<file path="config.mk">
export PLATFORM = sky130hd
export DESIGN_NAME = adc_scan_deadband_mapper_top_flat
export DESIGN_NICKNAME = d
export VERILOG_FILES = /design/src/rtl/asdm_pkg.sv /design/src/rtl/asdm_chan_if.sv /design/src/rtl/asdm_scan.sv /design/src/rtl/asdm_div.sv /design/src/rtl/adc_scan_deadband_mapper_top.sv /design/src/flat_wrapper.sv
export SDC_FILE = /design/constraint.sdc
export NUM_CORES = 2
export LEC_CHECK = 0
export BUFFER_PORTS_ARGS = -buffer_cell sky130_fd_sc_hd__buf_2
export CAP_MARGIN = 15
export CORE_MARGIN = 2
export CORE_UTILIZATION = 45
export CTS_BUF_LIST = sky130_fd_sc_hd__clkbuf_4
export CTS_CLUSTER_DIAMETER = 100
export DETAILED_ROUTE_END_ITERATION = 16
export PLACE_DENSITY = 0.68
export SLEW_MARGIN = 20
export SYNTH_ARGS = -nofsm -noshare
export SYNTH_HDL_FRONTEND = slang
export SYNTH_SLANG_ARGS = --single-unit
</file>
<file path="constraint.sdc">
create_clock -name clk -period 15.05 [get_ports clk]
set_input_delay 0.7525 -clock clk [delete_from_list [all_inputs] [get_ports clk]]
set_output_delay 0.7525 -clock clk [all_outputs]
set_load 0.02 [all_outputs]
</file>
<file path="src/rtl/asdm_pkg.sv">
`timescale 1ns / 1ps
// ----------------------------------------------------------------------------
// asdm_pkg
// Shared types and constants of the ADC scan deadband mapper.
// ----------------------------------------------------------------------------
package asdm_pkg;

  localparam int CHANNELS_DEF  = 6;
  localparam int VAR_COUNT_DEF = 128;

  localparam int CH_W     = 3;
  localparam int SMP_W    = 10;
  localparam int MAP_W    = 48;
  localparam int MAP_REGS = 6;
  localparam int VAL_W    = 16;
  localparam int PROD_W   = 26;   // 10 x 16 bit magnitude product
  localparam int REG_IDX_W = 3;

  localparam logic [10:0] DIV_K    = 11'd1023;
  localparam logic [7:0]  MAP_NONE = 8'hFF;

  // configuration register indexes
  localparam logic [REG_IDX_W-1:0] REG_ENABLE = 3'd0;
  localparam logic [REG_IDX_W-1:0] REG_JITTER = 3'd1;
  localparam logic [REG_IDX_W-1:0] REG_MAP0   = 3'd2;
  localparam logic [REG_IDX_W-1:0] REG_MAP5   = 3'd7;

  // request types
  localparam logic REQ_TICK = 1'b0;
  localparam logic REQ_DONE = 1'b1;

  typedef enum logic [1:0] {
    PH_IDLE = 2'd0,
    PH_RUN  = 2'd1,
    PH_DONE = 2'd2
  } phase_t;

  typedef struct packed {
    logic             req_type;
    logic [SMP_W-1:0] sample;
  } req_t;

  typedef struct packed {
    logic             start_conv;
    logic [CH_W-1:0]  conv_channel;
    logic             raw_valid;
    logic [CH_W-1:0]  raw_channel;
    logic [SMP_W-1:0] raw_value;
    logic             map_valid;
    logic [7:0]       map_target;
    logic [7:0]       map_index;
    logic [VAL_W-1:0] mapped_value;
  } res_t;

  typedef struct packed {
    logic [REG_IDX_W-1:0] index;
    logic [MAP_W-1:0]     value;
  } cfg_wr_t;

  typedef struct packed {
    logic [MAP_REGS-1:0]             enable_mask;
    logic [SMP_W-1:0]                jitter_threshold;
    logic [MAP_REGS-1:0][MAP_W-1:0]  map_ch;
  } cfg_regs_t;

  // scan stage to divide stage: result with the map still to be scaled
  typedef struct packed {
    res_t              res;
    logic              neg;
    logic [PROD_W-1:0] prod;
    logic [VAL_W-1:0]  lo;
  } mid_t;

endpackage

</file>
<file path="src/rtl/asdm_chan_if.sv">
`timescale 1ns / 1ps
// ----------------------------------------------------------------------------
// asdm_chan_if
// Valid/ready channel carrying one payload of type T.
// ----------------------------------------------------------------------------
interface asdm_chan_if #(
  parameter type T = logic
);
  logic valid;
  logic ready;
  T     data;

  modport source (output valid, output data, input ready);
  modport sink   (input valid, input data, output ready);
endinterface

</file>
<file path="src/rtl/asdm_scan.sv">
`timescale 1ns / 1ps
// ----------------------------------------------------------------------------
// asdm_scan
// Input register, scan state, deadband filter and map product.
// ----------------------------------------------------------------------------
module asdm_scan #(
  parameter int CHANNELS  = asdm_pkg::CHANNELS_DEF,
  parameter int VAR_COUNT = asdm_pkg::VAR_COUNT_DEF
) (
  input  logic                  clk,
  input  logic                  rst,
  input  asdm_pkg::cfg_regs_t   cfg_regs,
  asdm_chan_if.sink             req_ch,
  asdm_chan_if.source           mid_ch
);
  import asdm_pkg::*;

  localparam int LV_W = (CHANNELS > 1) ? $clog2(CHANNELS) : 1;
  localparam logic [CH_W-1:0] CH_LAST = CH_W'(CHANNELS - 1);
  localparam logic [7:0]      VAR_LIM = 8'(VAR_COUNT);

  logic             in_valid;
  req_t             in_q;
  logic             mid_valid;
  mid_t             mid_q;

  phase_t           phase, phase_next;
  logic [CH_W-1:0]  channel_index, channel_next;
  logic [SMP_W-1:0] pending_sample, pending_next;
  logic [SMP_W-1:0] last_values [CHANNELS];

  logic             fire;
  logic             has_result;
  logic             keep;
  logic             start;
  logic [CH_W-1:0]  nxt;
  logic [SMP_W-1:0] ov, diff;
  logic [MAP_W-1:0] mw;
  logic [7:0]       tgt;
  logic [VAL_W-1:0] lo, hi, dmag;
  logic             do_map;
  mid_t             mid_next;

  assign ov   = last_values[channel_index[LV_W-1:0]];
  assign diff = (pending_sample > ov) ? pending_sample - ov : ov - pending_sample;
  assign mw   = cfg_regs.map_ch[channel_index];
  assign tgt  = mw[47:40];
  assign lo   = mw[31:16];
  assign hi   = mw[15:0];
  assign dmag = (hi < lo) ? lo - hi : hi - lo;
  assign nxt  = (channel_index == CH_LAST) ? '0 : channel_index + 1'b1;
  assign start = cfg_regs.enable_mask[nxt];

  always_comb begin
    phase_next   = phase;
    channel_next = channel_index;
    pending_next = pending_sample;
    keep         = 1'b0;
    has_result   = 1'b0;
    if (in_q.req_type == REQ_DONE) begin
      phase_next   = PH_DONE;
      pending_next = in_q.sample;
    end else begin
      case (phase)
        PH_RUN: begin
          // wait for the running conversion
        end
        PH_DONE: begin
          keep = (pending_sample != ov) &&
                 !((cfg_regs.jitter_threshold != '0) && (diff < cfg_regs.jitter_threshold));
          channel_next = nxt;
          phase_next   = start ? PH_RUN : PH_IDLE;
          has_result   = start || keep;
        end
        default: begin
          channel_next = nxt;
          phase_next   = start ? PH_RUN : PH_IDLE;
          has_result   = start;
        end
      endcase
    end
  end

  assign do_map = keep && (tgt != MAP_NONE) && (tgt < VAR_LIM);

  always_comb begin
    mid_next = '0;
    mid_next.res.start_conv   = start;
    mid_next.res.conv_channel = nxt;
    if (keep) begin
      mid_next.res.raw_valid   = 1'b1;
      mid_next.res.raw_channel = channel_index;
      mid_next.res.raw_value   = pending_sample;
    end
    if (do_map) begin
      mid_next.res.map_valid  = 1'b1;
      mid_next.res.map_target = tgt;
      mid_next.res.map_index  = mw[39:32];
      mid_next.neg  = hi < lo;
      mid_next.prod = PROD_W'(pending_sample) * PROD_W'(dmag);
      mid_next.lo   = lo;
    end
  end

  // items without a result pass through the state but never occupy the next stage
  assign fire = in_valid && (!has_result || !mid_valid || mid_ch.ready);
  assign req_ch.ready = !in_valid || fire;

  always_ff @(posedge clk) begin
    if (rst) begin
      in_valid <= 1'b0;
    end else if (req_ch.ready) begin
      in_valid <= req_ch.valid;
    end
    if (req_ch.ready && req_ch.valid) begin
      in_q <= req_ch.data;
    end
  end

  always_ff @(posedge clk) begin
    if (rst) begin
      phase          <= PH_IDLE;
      channel_index  <= '0;
      pending_sample <= '0;
      for (int i = 0; i < CHANNELS; i++) begin
        last_values[i] <= '0;
      end
    end else if (fire) begin
      phase          <= phase_next;
      channel_index  <= channel_next;
      pending_sample <= pending_next;
      if (keep) begin
        last_values[channel_index[LV_W-1:0]] <= pending_sample;
      end
    end
  end

  always_ff @(posedge clk) begin
    if (rst) begin
      mid_valid <= 1'b0;
    end else if (!mid_valid || mid_ch.ready) begin
      mid_valid <= fire && has_result;
    end
    if ((!mid_valid || mid_ch.ready) && fire && has_result) begin
      mid_q <= mid_next;
    end
  end

  assign mid_ch.valid = mid_valid;
  assign mid_ch.data  = mid_q;

endmodule

</file>
<file path="src/rtl/asdm_div.sv">
`timescale 1ns / 1ps
// ----------------------------------------------------------------------------
// asdm_div
// Divide the map product by 1023, apply the low end, hold the result.
// ----------------------------------------------------------------------------
module asdm_div (
  input  logic        clk,
  input  logic        rst,
  asdm_chan_if.sink   mid_ch,
  asdm_chan_if.source res_ch
);
  import asdm_pkg::*;

  logic              out_valid;
  res_t              out_q;
  res_t              res_next;
  logic [PROD_W-1:0] m;
  logic [VAL_W-1:0]  t;
  logic [16:0]       r;
  logic [6:0]        t2;
  logic [10:0]       r2;
  logic [VAL_W-1:0]  q;

  // m = 1023*t + r, r = 1023*t2 + r2, r2 below twice the divisor
  assign m  = mid_ch.data.prod;
  assign t  = m[25:10];
  assign r  = {1'b0, t} + 17'(m[9:0]);
  assign t2 = r[16:10];
  assign r2 = 11'(t2) + 11'(r[9:0]);
  assign q  = t + VAL_W'(t2) + VAL_W'(r2 >= DIV_K);

  always_comb begin
    res_next = mid_ch.data.res;
    res_next.mapped_value = mid_ch.data.neg ? mid_ch.data.lo - q : mid_ch.data.lo + q;
  end

  assign mid_ch.ready = !out_valid || res_ch.ready;

  always_ff @(posedge clk) begin
    if (rst) begin
      out_valid <= 1'b0;
    end else if (mid_ch.ready) begin
      out_valid <= mid_ch.valid;
    end
    if (mid_ch.ready && mid_ch.valid) begin
      out_q <= res_next;
    end
  end

  assign res_ch.valid = out_valid;
  assign res_ch.data  = out_q;

endmodule

</file>
<file path="src/rtl/adc_scan_deadband_mapper_top.sv">
`timescale 1ns / 1ps
// ----------------------------------------------------------------------------
// adc_scan_deadband_mapper_top
// Round-robin ADC scanner with per-channel deadband and linear mapping.
// ----------------------------------------------------------------------------
// Takes one request per cycle when nothing stalls. A request passes an
// input register, then the scan stage (state update, deadband test, map
// product), then the divide stage whose register drives the result channel.
// Conversion-done requests and ticks with nothing to report update state and
// give no result.
module adc_scan_deadband_mapper_top #(
  parameter int CHANNELS  = asdm_pkg::CHANNELS_DEF,
  parameter int VAR_COUNT = asdm_pkg::VAR_COUNT_DEF
) (
  input  logic        clk,
  input  logic        rst,
  asdm_chan_if.sink   cfg_ch,
  asdm_chan_if.sink   req_ch,
  asdm_chan_if.source res_ch
);
  import asdm_pkg::*;

  cfg_regs_t cfg_regs;
  cfg_wr_t   wr;

  asdm_chan_if #(.T(mid_t)) mid_ch ();

  assign wr = cfg_ch.data;
  assign cfg_ch.ready = 1'b1;

  always_ff @(posedge clk) begin
    if (rst) begin
      cfg_regs.enable_mask      <= '0;
      cfg_regs.jitter_threshold <= '0;
      for (int i = 0; i < MAP_REGS; i++) begin
        cfg_regs.map_ch[i] <= {MAP_NONE, 40'd0};
      end
    end else if (cfg_ch.valid) begin
      if (wr.index == REG_ENABLE) begin
        cfg_regs.enable_mask <= wr.value[MAP_REGS-1:0];
      end else if (wr.index == REG_JITTER) begin
        cfg_regs.jitter_threshold <= wr.value[SMP_W-1:0];
      end else if (wr.index inside {[REG_MAP0:REG_MAP5]}) begin
        cfg_regs.map_ch[wr.index - REG_MAP0] <= wr.value;
      end
    end
  end

  asdm_scan #(
    .CHANNELS  (CHANNELS),
    .VAR_COUNT (VAR_COUNT)
  ) u_scan (
    .clk      (clk),
    .rst      (rst),
    .cfg_regs (cfg_regs),
    .req_ch   (req_ch),
    .mid_ch   (mid_ch.source)
  );

  asdm_div u_div (
    .clk    (clk),
    .rst    (rst),
    .mid_ch (mid_ch.sink),
    .res_ch (res_ch)
  );

endmodule

</file>
<file path="src/flat_wrapper.sv">
// flat-port wrapper written by rule: the top's interface ports become plain ports
module adc_scan_deadband_mapper_top_flat import asdm_pkg::*;
#(
  parameter int CHANNELS  = asdm_pkg::CHANNELS_DEF,
  parameter int VAR_COUNT = asdm_pkg::VAR_COUNT_DEF
)
  (clk, rst, cfg_ch_valid, cfg_ch_data, cfg_ch_ready, req_ch_valid, req_ch_data, req_ch_ready, res_ch_valid, res_ch_data, res_ch_ready);
  asdm_chan_if #(.T(cfg_wr_t)) cfg_ch_i ();
  asdm_chan_if #(.T(req_t)) req_ch_i ();
  asdm_chan_if #(.T(res_t)) res_ch_i ();
  input  logic clk;
  input  logic rst;
  input wire logic [$bits(cfg_ch_i.valid)-1:0] cfg_ch_valid;
  input wire logic [$bits(cfg_ch_i.data)-1:0] cfg_ch_data;
  output wire logic [$bits(cfg_ch_i.ready)-1:0] cfg_ch_ready;
  input wire logic [$bits(req_ch_i.valid)-1:0] req_ch_valid;
  input wire logic [$bits(req_ch_i.data)-1:0] req_ch_data;
  output wire logic [$bits(req_ch_i.ready)-1:0] req_ch_ready;
  output wire logic [$bits(res_ch_i.valid)-1:0] res_ch_valid;
  output wire logic [$bits(res_ch_i.data)-1:0] res_ch_data;
  input wire logic [$bits(res_ch_i.ready)-1:0] res_ch_ready;
  assign cfg_ch_i.valid = cfg_ch_valid;
  assign cfg_ch_i.data = cfg_ch_data;
  assign cfg_ch_ready = cfg_ch_i.ready;
  assign req_ch_i.valid = req_ch_valid;
  assign req_ch_i.data = req_ch_data;
  assign req_ch_ready = req_ch_i.ready;
  assign res_ch_valid = res_ch_i.valid;
  assign res_ch_data = res_ch_i.data;
  assign res_ch_i.ready = res_ch_ready;
  adc_scan_deadband_mapper_top #(.CHANNELS(CHANNELS), .VAR_COUNT(VAR_COUNT)) u_core (.clk(clk), .rst(rst), .cfg_ch(cfg_ch_i), .req_ch(req_ch_i), .res_ch(res_ch_i));
endmodule
</file>
==> metrics.cfg <==
[status]
status=completed

[synth]
synth_seq_cells=545
synthArstFlopShare_pct=0
synth_area_um2=31790
synth-main-ff-cell=dfxtp_1
synth_area_leader_cell=edfxtp_1
synthCells=3430
synth.top_cell.area_share_pct=20.78
syn_nets=3775
synth_area_leaders=edfxtp_1 (21%), dfxtp_1 (20%), nand2_1 (9.4%), fa_1 (7.4%), ha_1 (6.3%)
yosysWarnings=0
synth_edf_count=220
yosysSeqAreaShare_pct=41.25
avgSynthCellArea_um2=9.269
synth_cell_type_count=95

[routing]
wire_per_inst_um=18.09
drc=0
via_per_inst=5.428
first_pass_iters=5
drt-total-wl_mm=83.71
drt_iter0_markers=2043
detail-route-antenna-nets=0
vias=25120

[critical_path]
worst_path_largest_cell_delay_ns=0.95
reg2reg_slack_ns=3.35
worst_ep_arrival_time_ns=12.50
cp-endpoint=u_core.u_scan.mid_ch.data[41]$_SDFFCE_PN0P_
r2r-end=u_core.u_scan.mid_ch.data[41]$_SDFFCE_PN0P_
critPathLaunchType=register
startpoint=u_core.u_scan.channel_index[0]$_SDFFE_PP0P_
r2r_cells=33
critPathRequiredTime_ns=15.85
cp_top_family=compound AO/OA/AOI/OAI gates
crit_fanout=45
cp.depth=33
crit_slowest_cell=dfxtp_4
path_class=register to register
crit_path_frequent_cell=fa_1
cp-end-kind=register
path_buf_inv=4
r2r_start=u_core.u_scan.channel_index[0]$_SDFFE_PP0P_

[die]
fp.dieW_um=269.8
start_util_pct=45.40
ios=121
rows=97
fp.dieArea_um2=72790
core_um2=70030
die_h_um=269.8

[cells_and_area]
drive_above_1_share_pct=13.93
final_common_cell=nand2_1
n_fill_cell=6517
design_area_um2=35530
final_nets=3929
layout_common_cells=nand2_1 (795), a21oi_1 (395), dfxtp_1 (322)
syn_to_final_growth_pct=11.77

[global_routing]
grt_use_met1_pct=29.00
met2_usage_pct=37.58
overflow=0
grt_start_max_net_pins=101
grt_first_pass_wirelength_mm=133.3
antenna_found_initial=12
grt_pass1_vias=24870
grt_usage_pct=22.87
grt.met3_usage_pct=5.228
top_usage_layer=met2

[hold_path]
hp-class=input port to register

[clock_network]
cts_sinks=545
root_buffer=clkbuf_4
worstSkewPairLatency_ns=1.01
htreeDepth=4
postCtsSetupRepairBufs=0
clk_pin_slew_ns=0.07
cts_tree=built
cts_inserted_buffers=140
clockBufferDepth=3

[flow_run]
maxCapViolations=0

[sta]
final-setup-viol-count=0
slew_headroom_pct=29.65
worst_pin_slew_ns=1.048
hold_slack_ns=0.1062
fin_crit_sh_pct=77.75
drv_slew=0
clock-skew-final_ns=0.06065
hold_violations=0
setup_tns_ns=0
rsz0062_at_grt=false
fmax_ghz=0.08547
fin_crit_ns=11.70
timing.final.ws_setup_ns=3.349

[pwr]
power_leakage_nw=14.03
pwr-share-seq_pct=44.9
pwr-share-comb_pct=18.4
ir_worst_vdd_v=0.00006872
switching_share_pct=29.69
clkPwrFrac_pct=36.6
cell_internal_pwr_w=0.002501
p_sw_w=0.001056
p_total_w=0.003558
p_per_area_nw_per_um2=100.1

[placed_design]
routabilityCongestion=0.8749
placedInstanceArea_um2=33180
pre_cts_ws_ns=3.469
port_buffers=119
dp_hpwl_mm=55.48

==> cell type report <==
| cell class | instances | area, µm² | area share [%] |
|---|---|---|---|
| Antenna cell | 4 | 10.01 | 0.02817 |
| Clock buffer | 203 | 1524 | 4.289 |
| Clock inverter | 38 | 277.8 | 0.7817 |
| Inverter | 209 | 784.5 | 2.208 |
| Multi-Input combinational cell | 2475 | 17200 | 48.41 |
| Sequential cell | 545 | 13120 | 36.92 |
| Tap cell | 940 | 1176 | 3.310 |
| Timing Repair Buffer | 213 | 1440 | 4.053 |
==> flip-flops by register name, indices dropped and copies added (netlist names), named ones only <==
name                          cells
u_core.u_scan.phase               2
u_core.u_scan.mid_ch.data        78
u_core.cfg_regs                 304
u_core.u_scan.mid_ch.valid        1
u_core.u_scan.pending_sample     10
u_core.u_scan.in_q               11
u_core.u_scan.in_valid            1
u_core.u_scan.channel_index       3
u_core.u_div.res_ch.valid         1
u_core.u_div.res_ch.data         51
u_core.u_scan.last_values        80
==> Yosys cell counts, types with 8 or more instances <==
| cell type | instances |
|---|---|
| nand2_1 | 797 |
| a21oi_1 | 396 |
| dfxtp_1 | 325 |
| nor2_1 | 227 |
| edfxtp_1 | 220 |
| inv_1 | 208 |
| ha_1 | 161 |
| clkbuf_1 | 153 |
| fa_1 | 117 |
| mux2i_1 | 83 |
| nand3_1 | 80 |
| mux4_2 | 68 |
| and2_1 | 66 |
| a21o_1 | 56 |
| xnor2_1 | 53 |
| nor3_1 | 51 |
| o21ai_0 | 35 |
| xor2_1 | 33 |
| buf_1 | 28 |
| o21bai_1 | 20 |
| nand2b_1 | 18 |
| nor2b_1 | 17 |
| a211oi_1 | 12 |
| nor4_1 | 11 |
| o211ai_1 | 11 |
| and3_1 | 10 |
| o21a_1 | 10 |
| or3_1 | 10 |
| buf_2 | 9 |
| o31ai_1 | 9 |
| nand4_1 | 8 |
==> how the worst min path moves through the flow <==
| stage | start | end | slack, ns | cells past startpoint |
|---|---|---|---|---|
| final | cfg_ch_data[7] | u_core.cfg_regs[103]$_SDFFE_PP0P_ | 0.11 | 3 |
| after floorplan | u_core.u_scan.mid_ch.data[59]$_SDFFCE_PN0P_ | u_core.u_div.res_ch.data[16]$_DFFE_PP_ | 0.40 | 0 |
| after global placement | u_core.u_scan.mid_ch.data[85]$_SDFFCE_PN0P_ | u_core.u_div.res_ch.data[42]$_DFFE_PP_ | 0.40 | 0 |
| after global routing | cfg_ch_data[7] | u_core.cfg_regs[103]$_SDFFE_PP0P_ | 0.03 | 3 |
| after detailed placement | u_core.u_scan.mid_ch.data[66]$_SDFFCE_PN0P_ | u_core.u_div.res_ch.data[23]$_DFFE_PP_ | 0.40 | 0 |
| after CTS | cfg_ch_data[0] | u_core.cfg_regs[48]$_SDFFE_PP0P_ | 0.004 | 3 |
==> power groups by stage <==
stage / clock network [W] / registers (W) / logic [W]
after floorplan: 0 / 0.00162 / 0.000483
after global placement: 0 / 0.00163 / 0.000630
after detailed placement: 0 / 0.00163 / 0.000639
after CTS: 0.00134 / 0.00160 / 0.000654
after global routing: 0.00141 / 0.00160 / 0.000730
final: 0.00130 / 0.00160 / 0.000656
==> tightest hold or removal path, delay by kind of cell <==
kind | cells | cell delay, ns
AO/OA/AOI/OAI | 1 | 0.06
buffers and inverters | 1 | 0.16
AND/OR/NAND/NOR | 1 | 0.07
==> metal layers <==
layer / wire (µm) / share of wire, % / vias to the layer above
met5: 86 / 0.10 / -
met4: 2529 / 3.0 / 14
met3: 5554 / 6.6 / 182
met2: 40120 / 48 / 828
met1: 35410 / 42 / 12030
li1: - / - / 12060
==> cells by family (layout without fill, tap and decap cells) <==
| group | Yosys count | in the layout | synth area share [%] |
|---|---|---|---|
| AO/OA/AOI/OAI | 624 | 624 | 11.88 |
| flip-flops | 545 | 545 | 41.25 |
| adder cells (fa/ha/maj) | 279 | 279 | 13.74 |
| other | 2 | 6 | 0.02362 |
| AND/OR/NAND/NOR | 1321 | 1321 | 17.80 |
| XOR/XNOR | 90 | 90 | 2.609 |
| multiplexers | 159 | 159 | 7.722 |
| buffers and inverters | 410 | 663 | 4.982 |
==> timing repair <==
action / CTS / global route
hold buffers: 52 / 0
hold endpoints to repair: 221 / 0
gates resized for setup: 0 / 0
endpoints found under the setup margin: 0 / 0
==> metrics by stage <==
stage,utilization (%),cells
floorplan,-,3430
global placement,47.39,4329
detailed placement,47.39,4329
CTS,50.70,4622
global route,50.74,4627
finish,50.74,4627
Power figures use the tool's default switching activity.
